--- src/sv/assert_macros.svh ---
// ----------------------------------------------------------------------------
// Assertion macros
// Shared concurrent assertion forms, clocked and disabled during reset.
// ----------------------------------------------------------------------------
`ifndef ASSERT_MACROS_SVH
`define ASSERT_MACROS_SVH

// same-cycle implication
`define ASSERT_IMPLIES(label, clk, rst, pre, post) \
   label: assert property (@(posedge clk) disable iff (rst) (pre) |-> (post)) \
      else $error("assertion failed");

// next-cycle implication
`define ASSERT_NEXT(label, clk, rst, pre, post) \
   label: assert property (@(posedge clk) disable iff (rst) (pre) |=> (post)) \
      else $error("assertion failed");

`endif

--- src/sv/bsm_pkg.sv ---
// ----------------------------------------------------------------------------
// Battery status monitor package
// Widths, state codes, register indexes, reset values and divide constants.
// ----------------------------------------------------------------------------
package bsm_pkg;

   localparam int HISTORY_DEPTH = 30;
   localparam int HIST_PTR_W    = $clog2(HISTORY_DEPTH);

   localparam int TIME_W     = 32;
   localparam int MV_W       = 13;
   localparam int PCT_W      = 8;
   localparam int CSR_IDX_W  = 3;
   localparam int CSR_DATA_W = 20;
   localparam int STATE_W    = 3;

   typedef logic [STATE_W-1:0] state_type;
   typedef logic [MV_W-1:0]    mv_type;
   typedef logic [TIME_W-1:0]  time_type;

   localparam state_type MON_UNKNOWN  = 3'd0;
   localparam state_type MON_BATTERY  = 3'd1;
   localparam state_type MON_CHARGING = 3'd2;
   localparam state_type MON_FULL     = 3'd3;
   localparam state_type MON_LOW      = 3'd4;
   localparam state_type MON_CRITICAL = 3'd5;
   localparam state_type MON_USB      = 3'd6;

   localparam logic [CSR_IDX_W-1:0] CSR_SAMPLE_INTERVAL  = 3'd0;
   localparam logic [CSR_IDX_W-1:0] CSR_HISTORY_INTERVAL = 3'd1;
   localparam logic [CSR_IDX_W-1:0] CSR_FULL_MV          = 3'd2;
   localparam logic [CSR_IDX_W-1:0] CSR_FULL_PCT         = 3'd3;
   localparam logic [CSR_IDX_W-1:0] CSR_CRITICAL_MV      = 3'd4;
   localparam logic [CSR_IDX_W-1:0] CSR_LOW_MV           = 3'd5;
   localparam logic [CSR_IDX_W-1:0] CSR_FALLBACK_MV      = 3'd6;

   localparam logic [15:0]     RST_SAMPLE_INTERVAL  = 16'd2000;
   localparam logic [19:0]     RST_HISTORY_INTERVAL = 20'd20000;
   localparam mv_type          RST_FULL_MV          = 13'd4100;
   localparam logic [6:0]      RST_FULL_PCT         = 7'd99;
   localparam mv_type          RST_CRITICAL_MV      = 13'd3300;
   localparam mv_type          RST_LOW_MV           = 13'd3500;
   localparam mv_type          RST_FALLBACK_MV      = 13'd3300;

   localparam logic [6:0]      PCT_MAX = 7'd100;

   // divide by 10 and by 9 as multiply and shift, exact for 14-bit operands
   localparam int          RECIP_SHIFT = 19;
   localparam logic [15:0] DIV10_MUL   = 16'd52429;
   localparam logic [15:0] DIV9_MUL    = 16'd58255;

   // divide by 60000: drop 5 bits, then divide by 1875, exact for 27 bits
   localparam int          MIN_PRESHIFT = 5;
   localparam int          MIN_SHIFT    = 38;
   localparam logic [27:0] MIN_MUL      = 28'd146601551;

endpackage

--- src/sv/battery_status_monitor_core.sv ---
// ----------------------------------------------------------------------------
// Battery status monitor core
// Samples power readings on an interval, keeps a voltage history ring,
// classifies the battery state and tracks the current charge.
// ----------------------------------------------------------------------------
// Takes one item per clock unless a low rsp_ready stalls it, and returns one
// result item for each: the item is captured in an input register, all sampling,
// history, classification and output arithmetic is done in one pass from that
// register and the state registers, and the result lands in an output register
// that holds while rsp_ready is low. The sustained rate of one item per clock
// is set by the single-pass update of the state registers. The history ring is
// a bank of HISTORY_DEPTH registers; trend reads zero until it has been filled.
module battery_status_monitor_core (
   input  logic                           clock,
   input  logic                           reset,
   input  logic                           req_valid,
   output logic                           req_ready,
   input  logic [bsm_pkg::TIME_W-1:0]     req_now_ms,
   input  logic                           req_battery_present,
   input  logic [bsm_pkg::MV_W-1:0]       req_batt_mv,
   input  logic signed [bsm_pkg::PCT_W-1:0] req_gauge_pct,
   input  logic                           req_vbus_present,
   input  logic                           req_is_charging,
   output logic                           rsp_valid,
   input  logic                           rsp_ready,
   output logic                           rsp_sampled,
   output logic [2:0]                     rsp_state_code,
   output logic                           rsp_state_changed,
   output logic [12:0]                    rsp_battery_mv,
   output logic [6:0]                     rsp_percent,
   output logic signed [10:0]             rsp_trend_mv_per_min,
   output logic signed [13:0]             rsp_since_charge_mv,
   output logic [16:0]                    rsp_charge_minutes,
   input  logic                           csr_we,
   input  logic [bsm_pkg::CSR_IDX_W-1:0]  csr_index,
   input  logic [bsm_pkg::CSR_DATA_W-1:0] csr_wdata
);
   import bsm_pkg::*;

   `include "assert_macros.svh"

   // configuration
   logic [15:0]     sample_int_ff;
   logic [19:0]     hist_int_ff;
   mv_type          full_mv_ff;
   logic [6:0]      full_pct_ff;
   mv_type          critical_mv_ff;
   mv_type          low_mv_ff;
   mv_type          fallback_mv_ff;

   // input register
   logic            s1_valid_ff;
   time_type        s1_now_ff;
   logic            s1_bat_ff;
   mv_type          s1_mv_ff;
   logic [PCT_W-1:0] s1_pct_ff;
   logic            s1_vbus_ff;
   logic            s1_chg_ff;
   logic            s1_adv;

   // monitor state
   state_type       cur_state_ff, cur_state_in;
   mv_type          latched_mv_ff, latched_mv_in;
   logic [PCT_W-1:0] latched_pct_ff, latched_pct_in;
   time_type        last_sample_ff, last_sample_in;
   time_type        last_hist_ff, last_hist_in;
   mv_type          ring_ff [HISTORY_DEPTH];
   logic [HIST_PTR_W-1:0] hist_pos_ff, hist_pos_in;
   logic            hist_full_ff, hist_full_in;
   logic            chg_active_ff, chg_active_in;
   time_type        chg_time_ff, chg_time_in;
   mv_type          chg_mv_ff, chg_mv_in;
   logic            hist_push;

   // result register
   logic            rsp_valid_ff;
   logic            rsp_sampled_ff, rsp_sampled_in;
   state_type       rsp_state_ff;
   logic            rsp_changed_ff, rsp_changed_in;
   mv_type          rsp_mv_ff;
   logic [6:0]      rsp_pct_ff, rsp_pct_in;
   logic [10:0]     rsp_trend_ff, rsp_trend_in;
   logic [13:0]     rsp_since_ff, rsp_since_in;
   logic [16:0]     rsp_minutes_ff, rsp_minutes_in;

   // pass logic
   time_type        sample_gap;
   time_type        hist_gap;
   logic            do_sample;
   state_type       class_state;
   logic            full_hit;
   mv_type          oldest_mv;
   logic [13:0]     diff_mv;
   logic [12:0]     diff_mag;
   logic [28:0]     trend_prod;
   logic [9:0]      trend_q;
   mv_type          fb_delta;
   logic [28:0]     fb_prod;
   logic [9:0]      fb_q;
   time_type        chg_gap;
   logic [TIME_W-MIN_PRESHIFT-1:0] chg_gap_sh;
   logic [54:0]     min_prod;

   always_ff @(posedge clock) begin
      if (reset) begin
         sample_int_ff  <= RST_SAMPLE_INTERVAL;
         hist_int_ff    <= RST_HISTORY_INTERVAL;
         full_mv_ff     <= RST_FULL_MV;
         full_pct_ff    <= RST_FULL_PCT;
         critical_mv_ff <= RST_CRITICAL_MV;
         low_mv_ff      <= RST_LOW_MV;
         fallback_mv_ff <= RST_FALLBACK_MV;
      end else if (csr_we) begin
         unique case (csr_index)
            CSR_SAMPLE_INTERVAL:  sample_int_ff  <= csr_wdata[15:0];
            CSR_HISTORY_INTERVAL: hist_int_ff    <= csr_wdata;
            CSR_FULL_MV:          full_mv_ff     <= csr_wdata[MV_W-1:0];
            CSR_FULL_PCT:         full_pct_ff    <= csr_wdata[6:0];
            CSR_CRITICAL_MV:      critical_mv_ff <= csr_wdata[MV_W-1:0];
            CSR_LOW_MV:           low_mv_ff      <= csr_wdata[MV_W-1:0];
            CSR_FALLBACK_MV:      fallback_mv_ff <= csr_wdata[MV_W-1:0];
            default: ;
         endcase
      end
   end

   assign s1_adv    = s1_valid_ff && (!rsp_valid_ff || rsp_ready);
   assign req_ready = !s1_valid_ff || s1_adv;

   always_ff @(posedge clock) begin
      if (reset) begin
         s1_valid_ff <= 1'b0;
      end else if (req_ready) begin
         s1_valid_ff <= req_valid;
      end
   end

   always_ff @(posedge clock) begin
      if (req_valid && req_ready) begin
         s1_now_ff  <= req_now_ms;
         s1_bat_ff  <= req_battery_present;
         s1_mv_ff   <= req_batt_mv;
         s1_pct_ff  <= req_gauge_pct;
         s1_vbus_ff <= req_vbus_present;
         s1_chg_ff  <= req_is_charging;
      end
   end

   always_comb begin
      sample_gap = s1_now_ff - last_sample_ff;
      hist_gap   = s1_now_ff - last_hist_ff;
      do_sample  = sample_gap >= {16'd0, sample_int_ff};

      latched_mv_in  = latched_mv_ff;
      latched_pct_in = latched_pct_ff;
      last_sample_in = last_sample_ff;
      if (do_sample) begin
         last_sample_in = s1_now_ff;
         latched_mv_in  = s1_bat_ff ? s1_mv_ff : '0;
         latched_pct_in = s1_bat_ff ? s1_pct_ff : '1;
      end

      hist_push    = do_sample && (hist_gap >= {12'd0, hist_int_ff});
      last_hist_in = hist_push ? s1_now_ff : last_hist_ff;
      hist_pos_in  = hist_pos_ff;
      hist_full_in = hist_full_ff;
      if (hist_push) begin
         if (hist_pos_ff == HIST_PTR_W'(HISTORY_DEPTH - 1)) begin
            hist_pos_in  = '0;
            hist_full_in = 1'b1;
         end else begin
            hist_pos_in = hist_pos_ff + 1'b1;
         end
      end

      full_hit = (latched_mv_in >= full_mv_ff) ||
                 ($signed(latched_pct_in) >= $signed({1'b0, full_pct_ff}));
      if (!s1_bat_ff) begin
         class_state = MON_UNKNOWN;
      end else if (s1_vbus_ff) begin
         if (s1_chg_ff) begin
            class_state = MON_CHARGING;
         end else if (full_hit) begin
            class_state = MON_FULL;
         end else begin
            class_state = MON_USB;
         end
      end else if (latched_mv_in <= critical_mv_ff) begin
         class_state = MON_CRITICAL;
      end else if (latched_mv_in <= low_mv_ff) begin
         class_state = MON_LOW;
      end else begin
         class_state = MON_BATTERY;
      end

      rsp_sampled_in = do_sample;
      rsp_changed_in = do_sample && (class_state != cur_state_ff);
      cur_state_in   = rsp_changed_in ? class_state : cur_state_ff;

      chg_active_in = chg_active_ff;
      chg_time_in   = chg_time_ff;
      chg_mv_in     = chg_mv_ff;
      if (rsp_changed_in) begin
         if (class_state == MON_CHARGING) begin
            chg_active_in = 1'b1;
            chg_time_in   = s1_now_ff;
            chg_mv_in     = latched_mv_in;
         end else if (class_state != MON_FULL) begin
            chg_active_in = 1'b0;
         end
      end

      // oldest entry sits at the next write position
      oldest_mv  = ring_ff[hist_pos_in];
      diff_mv    = {1'b0, latched_mv_in} - {1'b0, oldest_mv};
      diff_mag   = diff_mv[13] ? 13'(-diff_mv) : diff_mv[12:0];
      trend_prod = {16'd0, diff_mag} * {13'd0, DIV10_MUL};
      trend_q    = trend_prod[RECIP_SHIFT +: 10];
      if (!hist_full_in) begin
         rsp_trend_in = '0;
      end else if (diff_mv[13]) begin
         rsp_trend_in = 11'(-{1'b0, trend_q});
      end else begin
         rsp_trend_in = {1'b0, trend_q};
      end

      fb_delta = latched_mv_in - fallback_mv_ff;
      fb_prod  = {16'd0, fb_delta} * {13'd0, DIV9_MUL};
      fb_q     = fb_prod[RECIP_SHIFT +: 10];
      if (!latched_pct_in[PCT_W-1]) begin
         rsp_pct_in = (latched_pct_in[6:0] > PCT_MAX) ? PCT_MAX : latched_pct_in[6:0];
      end else if (latched_mv_in <= fallback_mv_ff) begin
         rsp_pct_in = '0;
      end else if (fb_q > {3'd0, PCT_MAX}) begin
         rsp_pct_in = PCT_MAX;
      end else begin
         rsp_pct_in = fb_q[6:0];
      end

      chg_gap    = s1_now_ff - chg_time_in;
      chg_gap_sh = chg_gap[TIME_W-1:MIN_PRESHIFT];
      min_prod   = {28'd0, chg_gap_sh} * {27'd0, MIN_MUL};
      if (chg_active_in) begin
         rsp_since_in   = {1'b0, latched_mv_in} - {1'b0, chg_mv_in};
         rsp_minutes_in = min_prod[MIN_SHIFT +: 17];
      end else begin
         rsp_since_in   = '0;
         rsp_minutes_in = '0;
      end
   end

   always_ff @(posedge clock) begin
      if (reset) begin
         cur_state_ff   <= MON_UNKNOWN;
         latched_mv_ff  <= '0;
         latched_pct_ff <= '1;
         last_sample_ff <= '0;
         last_hist_ff   <= '0;
         hist_pos_ff    <= '0;
         hist_full_ff   <= 1'b0;
         chg_active_ff  <= 1'b0;
         chg_time_ff    <= '0;
         chg_mv_ff      <= '0;
      end else if (s1_adv) begin
         cur_state_ff   <= cur_state_in;
         latched_mv_ff  <= latched_mv_in;
         latched_pct_ff <= latched_pct_in;
         last_sample_ff <= last_sample_in;
         last_hist_ff   <= last_hist_in;
         hist_pos_ff    <= hist_pos_in;
         hist_full_ff   <= hist_full_in;
         chg_active_ff  <= chg_active_in;
         chg_time_ff    <= chg_time_in;
         chg_mv_ff      <= chg_mv_in;
      end
   end

   always_ff @(posedge clock) begin
      if (s1_adv && hist_push) begin
         ring_ff[hist_pos_ff] <= latched_mv_in;
      end
   end

   always_ff @(posedge clock) begin
      if (reset) begin
         rsp_valid_ff <= 1'b0;
      end else if (s1_adv) begin
         rsp_valid_ff <= 1'b1;
      end else if (rsp_ready) begin
         rsp_valid_ff <= 1'b0;
      end
   end

   always_ff @(posedge clock) begin
      if (s1_adv) begin
         rsp_sampled_ff <= rsp_sampled_in;
         rsp_state_ff   <= cur_state_in;
         rsp_changed_ff <= rsp_changed_in;
         rsp_mv_ff      <= latched_mv_in;
         rsp_pct_ff     <= rsp_pct_in;
         rsp_trend_ff   <= rsp_trend_in;
         rsp_since_ff   <= rsp_since_in;
         rsp_minutes_ff <= rsp_minutes_in;
      end
   end

   assign rsp_valid            = rsp_valid_ff;
   assign rsp_sampled          = rsp_sampled_ff;
   assign rsp_state_code       = rsp_state_ff;
   assign rsp_state_changed    = rsp_changed_ff;
   assign rsp_battery_mv       = rsp_mv_ff;
   assign rsp_percent          = rsp_pct_ff;
   assign rsp_trend_mv_per_min = rsp_trend_ff;
   assign rsp_since_charge_mv  = rsp_since_ff;
   assign rsp_charge_minutes   = rsp_minutes_ff;

   `ASSERT_IMPLIES(a_changed_needs_sample, clock, reset, rsp_valid_ff && rsp_changed_ff, rsp_sampled_ff)
   `ASSERT_IMPLIES(a_charging_has_record, clock, reset, cur_state_ff == MON_CHARGING, chg_active_ff)
   `ASSERT_IMPLIES(a_pct_in_range, clock, reset, rsp_valid_ff, rsp_pct_ff <= PCT_MAX)
   `ASSERT_IMPLIES(a_hist_pos_range, clock, reset, 1'b1, hist_pos_ff <= HIST_PTR_W'(HISTORY_DEPTH - 1))
   `ASSERT_NEXT(a_advance_fills_rsp, clock, reset, s1_adv, rsp_valid_ff)

endmodule

--- config.mk ---
export PLATFORM = sky130hd
export DESIGN_NAME = battery_status_monitor_core
export DESIGN_NICKNAME = d
export VERILOG_FILES = /design/src/sv/bsm_pkg.sv /design/src/sv/battery_status_monitor_core.sv
export VERILOG_INCLUDE_DIRS = /design/src /design/src/sv
export SDC_FILE = /design/constraint.sdc
export NUM_CORES = 2
export LEC_CHECK = 0
export BUFFER_PORTS_ARGS = -buffer_cell sky130_fd_sc_hd__buf_2
export CAP_MARGIN = 5
export CORE_MARGIN = 10
export CORE_UTILIZATION = 40
export DETAILED_ROUTE_END_ITERATION = 16
export PLACE_DENSITY = 0.61
export SLEW_MARGIN = 20
export SYNTH_ARGS = -nofsm -noshare
export SYNTH_HDL_FRONTEND = slang
export SYNTH_SLANG_ARGS = --single-unit
--- constraint.sdc ---
create_clock -name clock -period 45.8 [get_ports clock]
set_input_delay 9.16 -clock clock [delete_from_list [all_inputs] [get_ports clock]]
set_output_delay 9.16 -clock clock [all_outputs]
set_load 0.01 [all_outputs]
# --- Word-level counts from Yosys, hierarchy flattened ---
# Memory sizes are Yosys's and may differ from the RTL's.
# Cells that the tools add are included.
totals:
  memories: 1
  output_inout_bits: 69
  register_bits: 360
  ram_bits: 390
mem_list:
  columns: ["memory", "depth", "word_bits", "rd", "rd_ports_with_merged_regs", "write_ports", "line_no", "rtl"]
  rows:
  - ["ring_ff", 30, 13, 1, 0, 1, "battery_status_monitor_core.sv:67", "mv_type ring_ff [HISTORY_DEPTH];"]
classes:
  muxes: 32
  n_lt_le_gt_ge: 9
  n_eq_ne: 10
  reduce_logical: 22
  multipliers: 3
  addsub: 9
op_table:
  columns: ["operator", "n"]
  rows:
  - ["$sub A32 B32 Y32", 3]
  - ["$mux W13", 5]
  - ["$mux W32", 2]
  - ["$mul A13 B16 Y29 const B", 2]
  - ["$mul A27 B28 Y55 const B", 1]
  - ["$le A13 B13 Y1", 3]
  - ["$ge A32 B16 Y1", 1]
  - ["$ge A32 B20 Y1", 1]
  - ["$mux W7", 4]
  - ["$sub A13 B13 Y14", 2]
  - ["$mux W3", 7]
  - ["$reduce_and A2 Y1", 10]
  - ["$mux W8", 2]
  - ["$ge A13 B13 Y1", 1]
  - ["$neg A13 Y13", 1]
  - ["$sub A13 B13 Y13", 1]
  - ["$neg A10 Y11", 1]
  - ["$gt A10 B7 Y1 const B", 1]
  - ["$mux W10", 1]
  - ["$mux W5", 2]
  - ["$eq A3 B2 Y1 const B", 3]
  - ["$eq A3 B3 Y1 const B", 3]
  - ["$mux W1", 9]
  - ["$ge A8 B8 Y1", 1]
  - ["11 further kinds", 18]

# --- Logic depth before layout (Yosys ltp) ---
logic_depth:
  word_depth: 14
  mapped_depth: 92
  depth_no_buf: 87

# --- Worst setup path after synthesis ---
# OpenSTA, ideal clock, no wires.
synth_path:
  kind: "register to register"
  start: "reg s1_now_ff[3]"
  end: "reg rsp_minutes_ff[16], in the netlist rsp_charge_minutes[16] (data pin)"
  path_stages_with_launch: 87
  synth_period_minus_slack_ns: 19.542
  slack_ns: 26.258
  setup_ns: 0.270
  arrival_time_ns: 19.272
  path_cell_list: "edfxtp_1 ha_1 and2_1 a221oi_2 a21oi_2 nor2_1 o21ai_0 a31o_2 xor2_1 ha_1 nor2b_1 nor3b_1 o2111ai_1 nor4_1 nand4_1 or4_1 clkbuf_1 clkbuf_1 (+51 left out) a21o_1 a21o_1 a21o_1 a21o_1 a21o_1 a21o_1 a21o_1 a21oi_1 o21ai_0 a21o_1 a31o_2 a211oi_1 o21bai_1 a31oi_1 o21bai_1 xnor2_1 a21boi_1 nor3_1"
synth_via:
  elab_chain_cells: 14
  elab_cells_between_ends: 26
  classes_between: "add/sub (2); mul (1); order compare (5); eq/ne (3); mux (13); reduce/logical (2)"
synth_rtl:
  columns: ["item", "line_no", "rtl"]
  rows:
  - ["from (decl)", "battery_status_monitor_core.sv:53", "time_type s1_now_ff;"]
  - ["from (signal assigned)", "battery_status_monitor_core.sv:140", "s1_now_ff <= req_now_ms;"]
  - ["$sub A32 B32 Y32 *", "battery_status_monitor_core.sv:150", "sample_gap = s1_now_ff - last_sample_ff;"]
  - ["$ge A32 B16 Y1 *", "battery_status_monitor_core.sv:152", "do_sample = sample_gap >= {16'd0, sample_int_ff};"]
  - ["$mux W13 *", "battery_status_monitor_core.sv:157", "if (do_sample) begin"]
  - ["net latched_mv_in[4]", "battery_status_monitor_core.sv:63", "mv_type latched_mv_ff, latched_mv_in;"]
  - ["$ge A13 B13 Y1", "battery_status_monitor_core.sv:176", "full_hit = (latched_mv_in >= full_mv_ff) ||"]
  - ["$logic_or A1 B1 Y1", "battery_status_monitor_core.sv:176", null]
  - ["$mux W3", "battery_status_monitor_core.sv:183", "end else if (full_hit) begin"]
  - ["$mux W3", "battery_status_monitor_core.sv:181", "if (s1_chg_ff) begin"]
  - ["$mux W3 *", "battery_status_monitor_core.sv:180", "end else if (s1_vbus_ff) begin"]
  - ["$mux W3 *", "battery_status_monitor_core.sv:178", "if (!s1_bat_ff) begin"]
  - ["$eq A3 B2 Y1 or $ne A3 B3 Y1 (tied branches)", "battery_status_monitor_core.sv:204, battery_status_monitor_core.sv:197", null]
  - ["$mux W32 or $logic_and A1 B1 Y1 (tied branches)", "battery_status_monitor_core.sv:204, battery_status_monitor_core.sv:197", null]
  - ["$mux W32", "battery_status_monitor_core.sv:203", "if (rsp_changed_in) begin"]
  - ["$sub A32 B32 Y32", "battery_status_monitor_core.sv:240", "chg_gap = s1_now_ff - chg_time_in;"]
  - ["$mul A27 B28 Y55", "battery_status_monitor_core.sv:242", "min_prod = {28'd0, chg_gap_sh} * {27'd0, MIN_MUL};"]
  - ["to (signal assigned)", "battery_status_monitor_core.sv:303", "rsp_minutes_ff <= rsp_minutes_in;"]
  - ["to (decl)", "battery_status_monitor_core.sv:84", "logic [16:0] rsp_minutes_ff, rsp_minutes_in;"]
# The timed path passes the listed nets; every way through them passes the cells marked *.
# A chain may end at the register's enable or synchronous reset.

# --- Worst setup path after layout ---
# Ends and elaborated chain as after synthesis.

==> impl_metrics.ini <==
[sta]
grt_setup_unrepaired = no
max_freq_mhz = 44.3
relSlewSlack_pct = 24.5
hold_viol_final = 0
drv_slew = 0
worst_slack_ns = 23.25
fin_tns_setup_ns = 0
setup_viol = 0
period_share_pct = 49.2
finClkSkew_ns = 0.0559
period_minus_slack_ns = 22.55
tightest_slew_ns = 1.11

[final_layout]
final_common_cell = inv_1
syn_to_final_growth_pct = 10.8
final_nets = 6837
final_cell_mix = 834 x inv_1, 652 x ha_1, 620 x nand2_1
final_util_pct = 44.6
multi_input_area_um2 = 32500
layout-drive-gt1-share_pct = 7.54
ff_latch_area_um2 = 20100
fill_cells = 13327
final_cell_area_um2 = 62300

[placed_design]
io_buffers = 152
dp_slack_ns = 23.48
post_dp_cell_area_um2 = 59500
dp.final_hpwl_um = 121000
routabilityCongestion = 0.929

[floorplanning]
dieArea_um2 = 156000
core_um2 = 140000
core.rowCount = 137
die_h_um = 395
initial_core_util_pct = 40.3
io-pin-count = 153
fp.dieW_um = 395

[global_routing]
first_global_vias = 39806
overflow = 0
antenna_found_initial = 14
grt_pass1_wl_um = 240000
grt_start_max_net_pins = 99
track_usage_pct = 19.7

[setup_path]
crit_type = flop to flop
end_kind = flop
cp_num_buf_inv = 5
crit_slowest_cell = or4_2
critPathTopFamily = compound AO/OA/AOI/OAI gates
crit_top_cell = a21o_1
crit_fanout = 43
cp_data_arrival_time_ns = 22.94
startpoint_type = flop
critical_path_required_ns = 46.19
worst_path_largest_cell_delay_ns = 1.08

[synthesis]
yosysSeqAreaShare_pct = 35.8
synth_seq_cells = 750
synthSimpleGateAreaFrac_pct = 11.4
synth_async_sr_flop_share_pct = 0
synth-xor-area-share_pct = 2.46
netlist.area_leader.share_pct = 27.4
synth_ff_type = edfxtp_1
synth_fa_ha_area_share_pct = 28.8
ys_warn_count = 0
synth_edf_count = 513
synth_top_family_by_area = adder cells
synth_cell_types = 94
syn_avg_cell_area_um2 = 10.1
synth_area_um2 = 56300
synthMuxAreaShare_pct = 3.25
synth_compound_area_share_pct = 11.5
syn_inst = 5554
synth_area_leaders = edfxtp_1 27%, ha_1 15%, fa_1 14%
synthesis.nets = 6690
synth.largest_area_cell = edfxtp_1

[clock_tree]
cts_tree = built
clkSlewWorstSetupHoldPaths_ns = 0.06
cts_setup_buffers = 0
cts_resized = 0
cts.hold.buffers_added = 0
cts_buffers = 85
h-tree-depth = 3
clk_path_buf_depth = 3
cts-root-buf = clkbuf_16
cts.sinks = 750
clk_latency_ns = 0.71

[routing]
drc = 0
routed_via_density = 5.31
drt_wl_total_um = 158000
routedWlPerCell_um = 20.6
vias = 40638
dr.pass1.iters = 7
route.antenna.remaining_nets = 0
drtIter0Drc = 2881

[worst_hold_path]
hp-class = flop to flop

[job]
maxCapViolations = 0

[run_status]
status = finished clean
==> cell usage after synthesis (8+ instances only) <==
master / n
o31ai_1: 14
nand3_1: 79
clkbuf_1: 133
buf_1: 13
or3_1: 31
o211ai_1: 38
o22ai_1: 27
ha_1: 652
and2_1: 40
and3_1: 29
a21boi_0: 10
o21ai_1: 8
nand2b_1: 39
inv_1: 834
o21ai_0: 123
dfxtp_1: 237
mux2i_1: 175
nor4_1: 16
nand2_1: 632
a21o_1: 116
fa_1: 400
nor2b_1: 49
nand4_1: 37
o21bai_1: 25
a211oi_1: 72
a21oi_1: 355
nor2_1: 281
a31oi_1: 53
o32ai_1: 14
edfxtp_1: 513
buf_2: 21
a211o_1: 35
xor2_1: 56
nand3b_1: 30
or4_1: 8
a22oi_1: 10
or2_2: 13
o21a_1: 22
xnor2_1: 100
nor3_1: 81
==> cell families (layout without fill, tap and decap cells) <==
kind of cell               after synthesis  in the layout
AOI/OAI and AO/OA                     1003           1003
xor gates and xnor gates               157            157
adders and majority gates             1053           1053
buffers and inverters                 1006           1224
DFF                                    750            750
muxes                                  182            182
other                                    0              3
and+or+nand+nor                       1403           1403
==> routing by layer <==
layer / up-vias / GRT usage (%) / routed length (um)
li1: 19343 / - / -
met1: 19980 / 27.9 / 71800
met2: 1098 / 31.2 / 71800
met3: 203 / 3.00 / 9960
met4: 14 / 4.95 / 3940
met5: - / 0 / 86
==> metrics by stage <==
step	cells	hold WS, ns
2_1_floorplan	5554	0.430
3_3_place_gp	7490	0.439
3_5_place_dp	7490	0.444
4_1_cts	7648	0.454
5_1_grt	7648	0.468
6_report	7651	0.453
==> path summary, 6_finish.rpt <==
check	from	to	cells after the start	slack, ns
max	s1_now_ff[3]$_DFFE_PP_	rsp_charge_minutes[16]$_SDFFCE_PN0P_	85	23.25
min	last_hist_ff[25]$_SDFFE_PP0P_	last_hist_ff[25]$_SDFFE_PP0P_	2	0.45
max reg2reg	s1_now_ff[3]$_DFFE_PP_	rsp_charge_minutes[16]$_SDFFCE_PN0P_	85	23.25
min reg2reg	last_hist_ff[25]$_SDFFE_PP0P_	last_hist_ff[25]$_SDFFE_PP0P_	2	0.45
==> sequential cells by signal, indices dropped and copies added, names as in the netlist, 14 cells and up <==
| signal | count |
|---|---|
| chg_time_ff | 32 |
| hist_int_ff | 20 |
| last_hist_ff | 32 |
| last_sample_ff | 32 |
| ring_ff | 390 |
| rsp_charge_minutes | 17 |
| rsp_since_charge_mv | 14 |
| s1_now_ff | 32 |
| sample_int_ff | 16 |
==> worst reg2reg max path, delay by kind of cell, from the launching register on <==
family	cells	cell delay, ns
flip-flops	1	0.51
AND/OR/NAND/NOR	20	5.23
buffers and inverters	5	0.75
AO/OA/AOI/OAI	42	8.55
adder cells (fa/ha/maj)	13	5.69
XOR/XNOR	4	1.12
multiplexers	1	0.39
==> layout make-up <==
cell class,instances,share of cell area [%]
diodes,3,0.0120
clock buffers,111,3.75
clock inverters,47,0.833
inverters,835,5.04
multi-input cells,3798,52.1
flip-flops and latches,750,32.3
well taps,1876,3.77
repair buffers,231,2.19
Power is left out: the tool's default activity adds up to more than one toggle a clock period on the data nets, which glitch-free logic cannot reach.
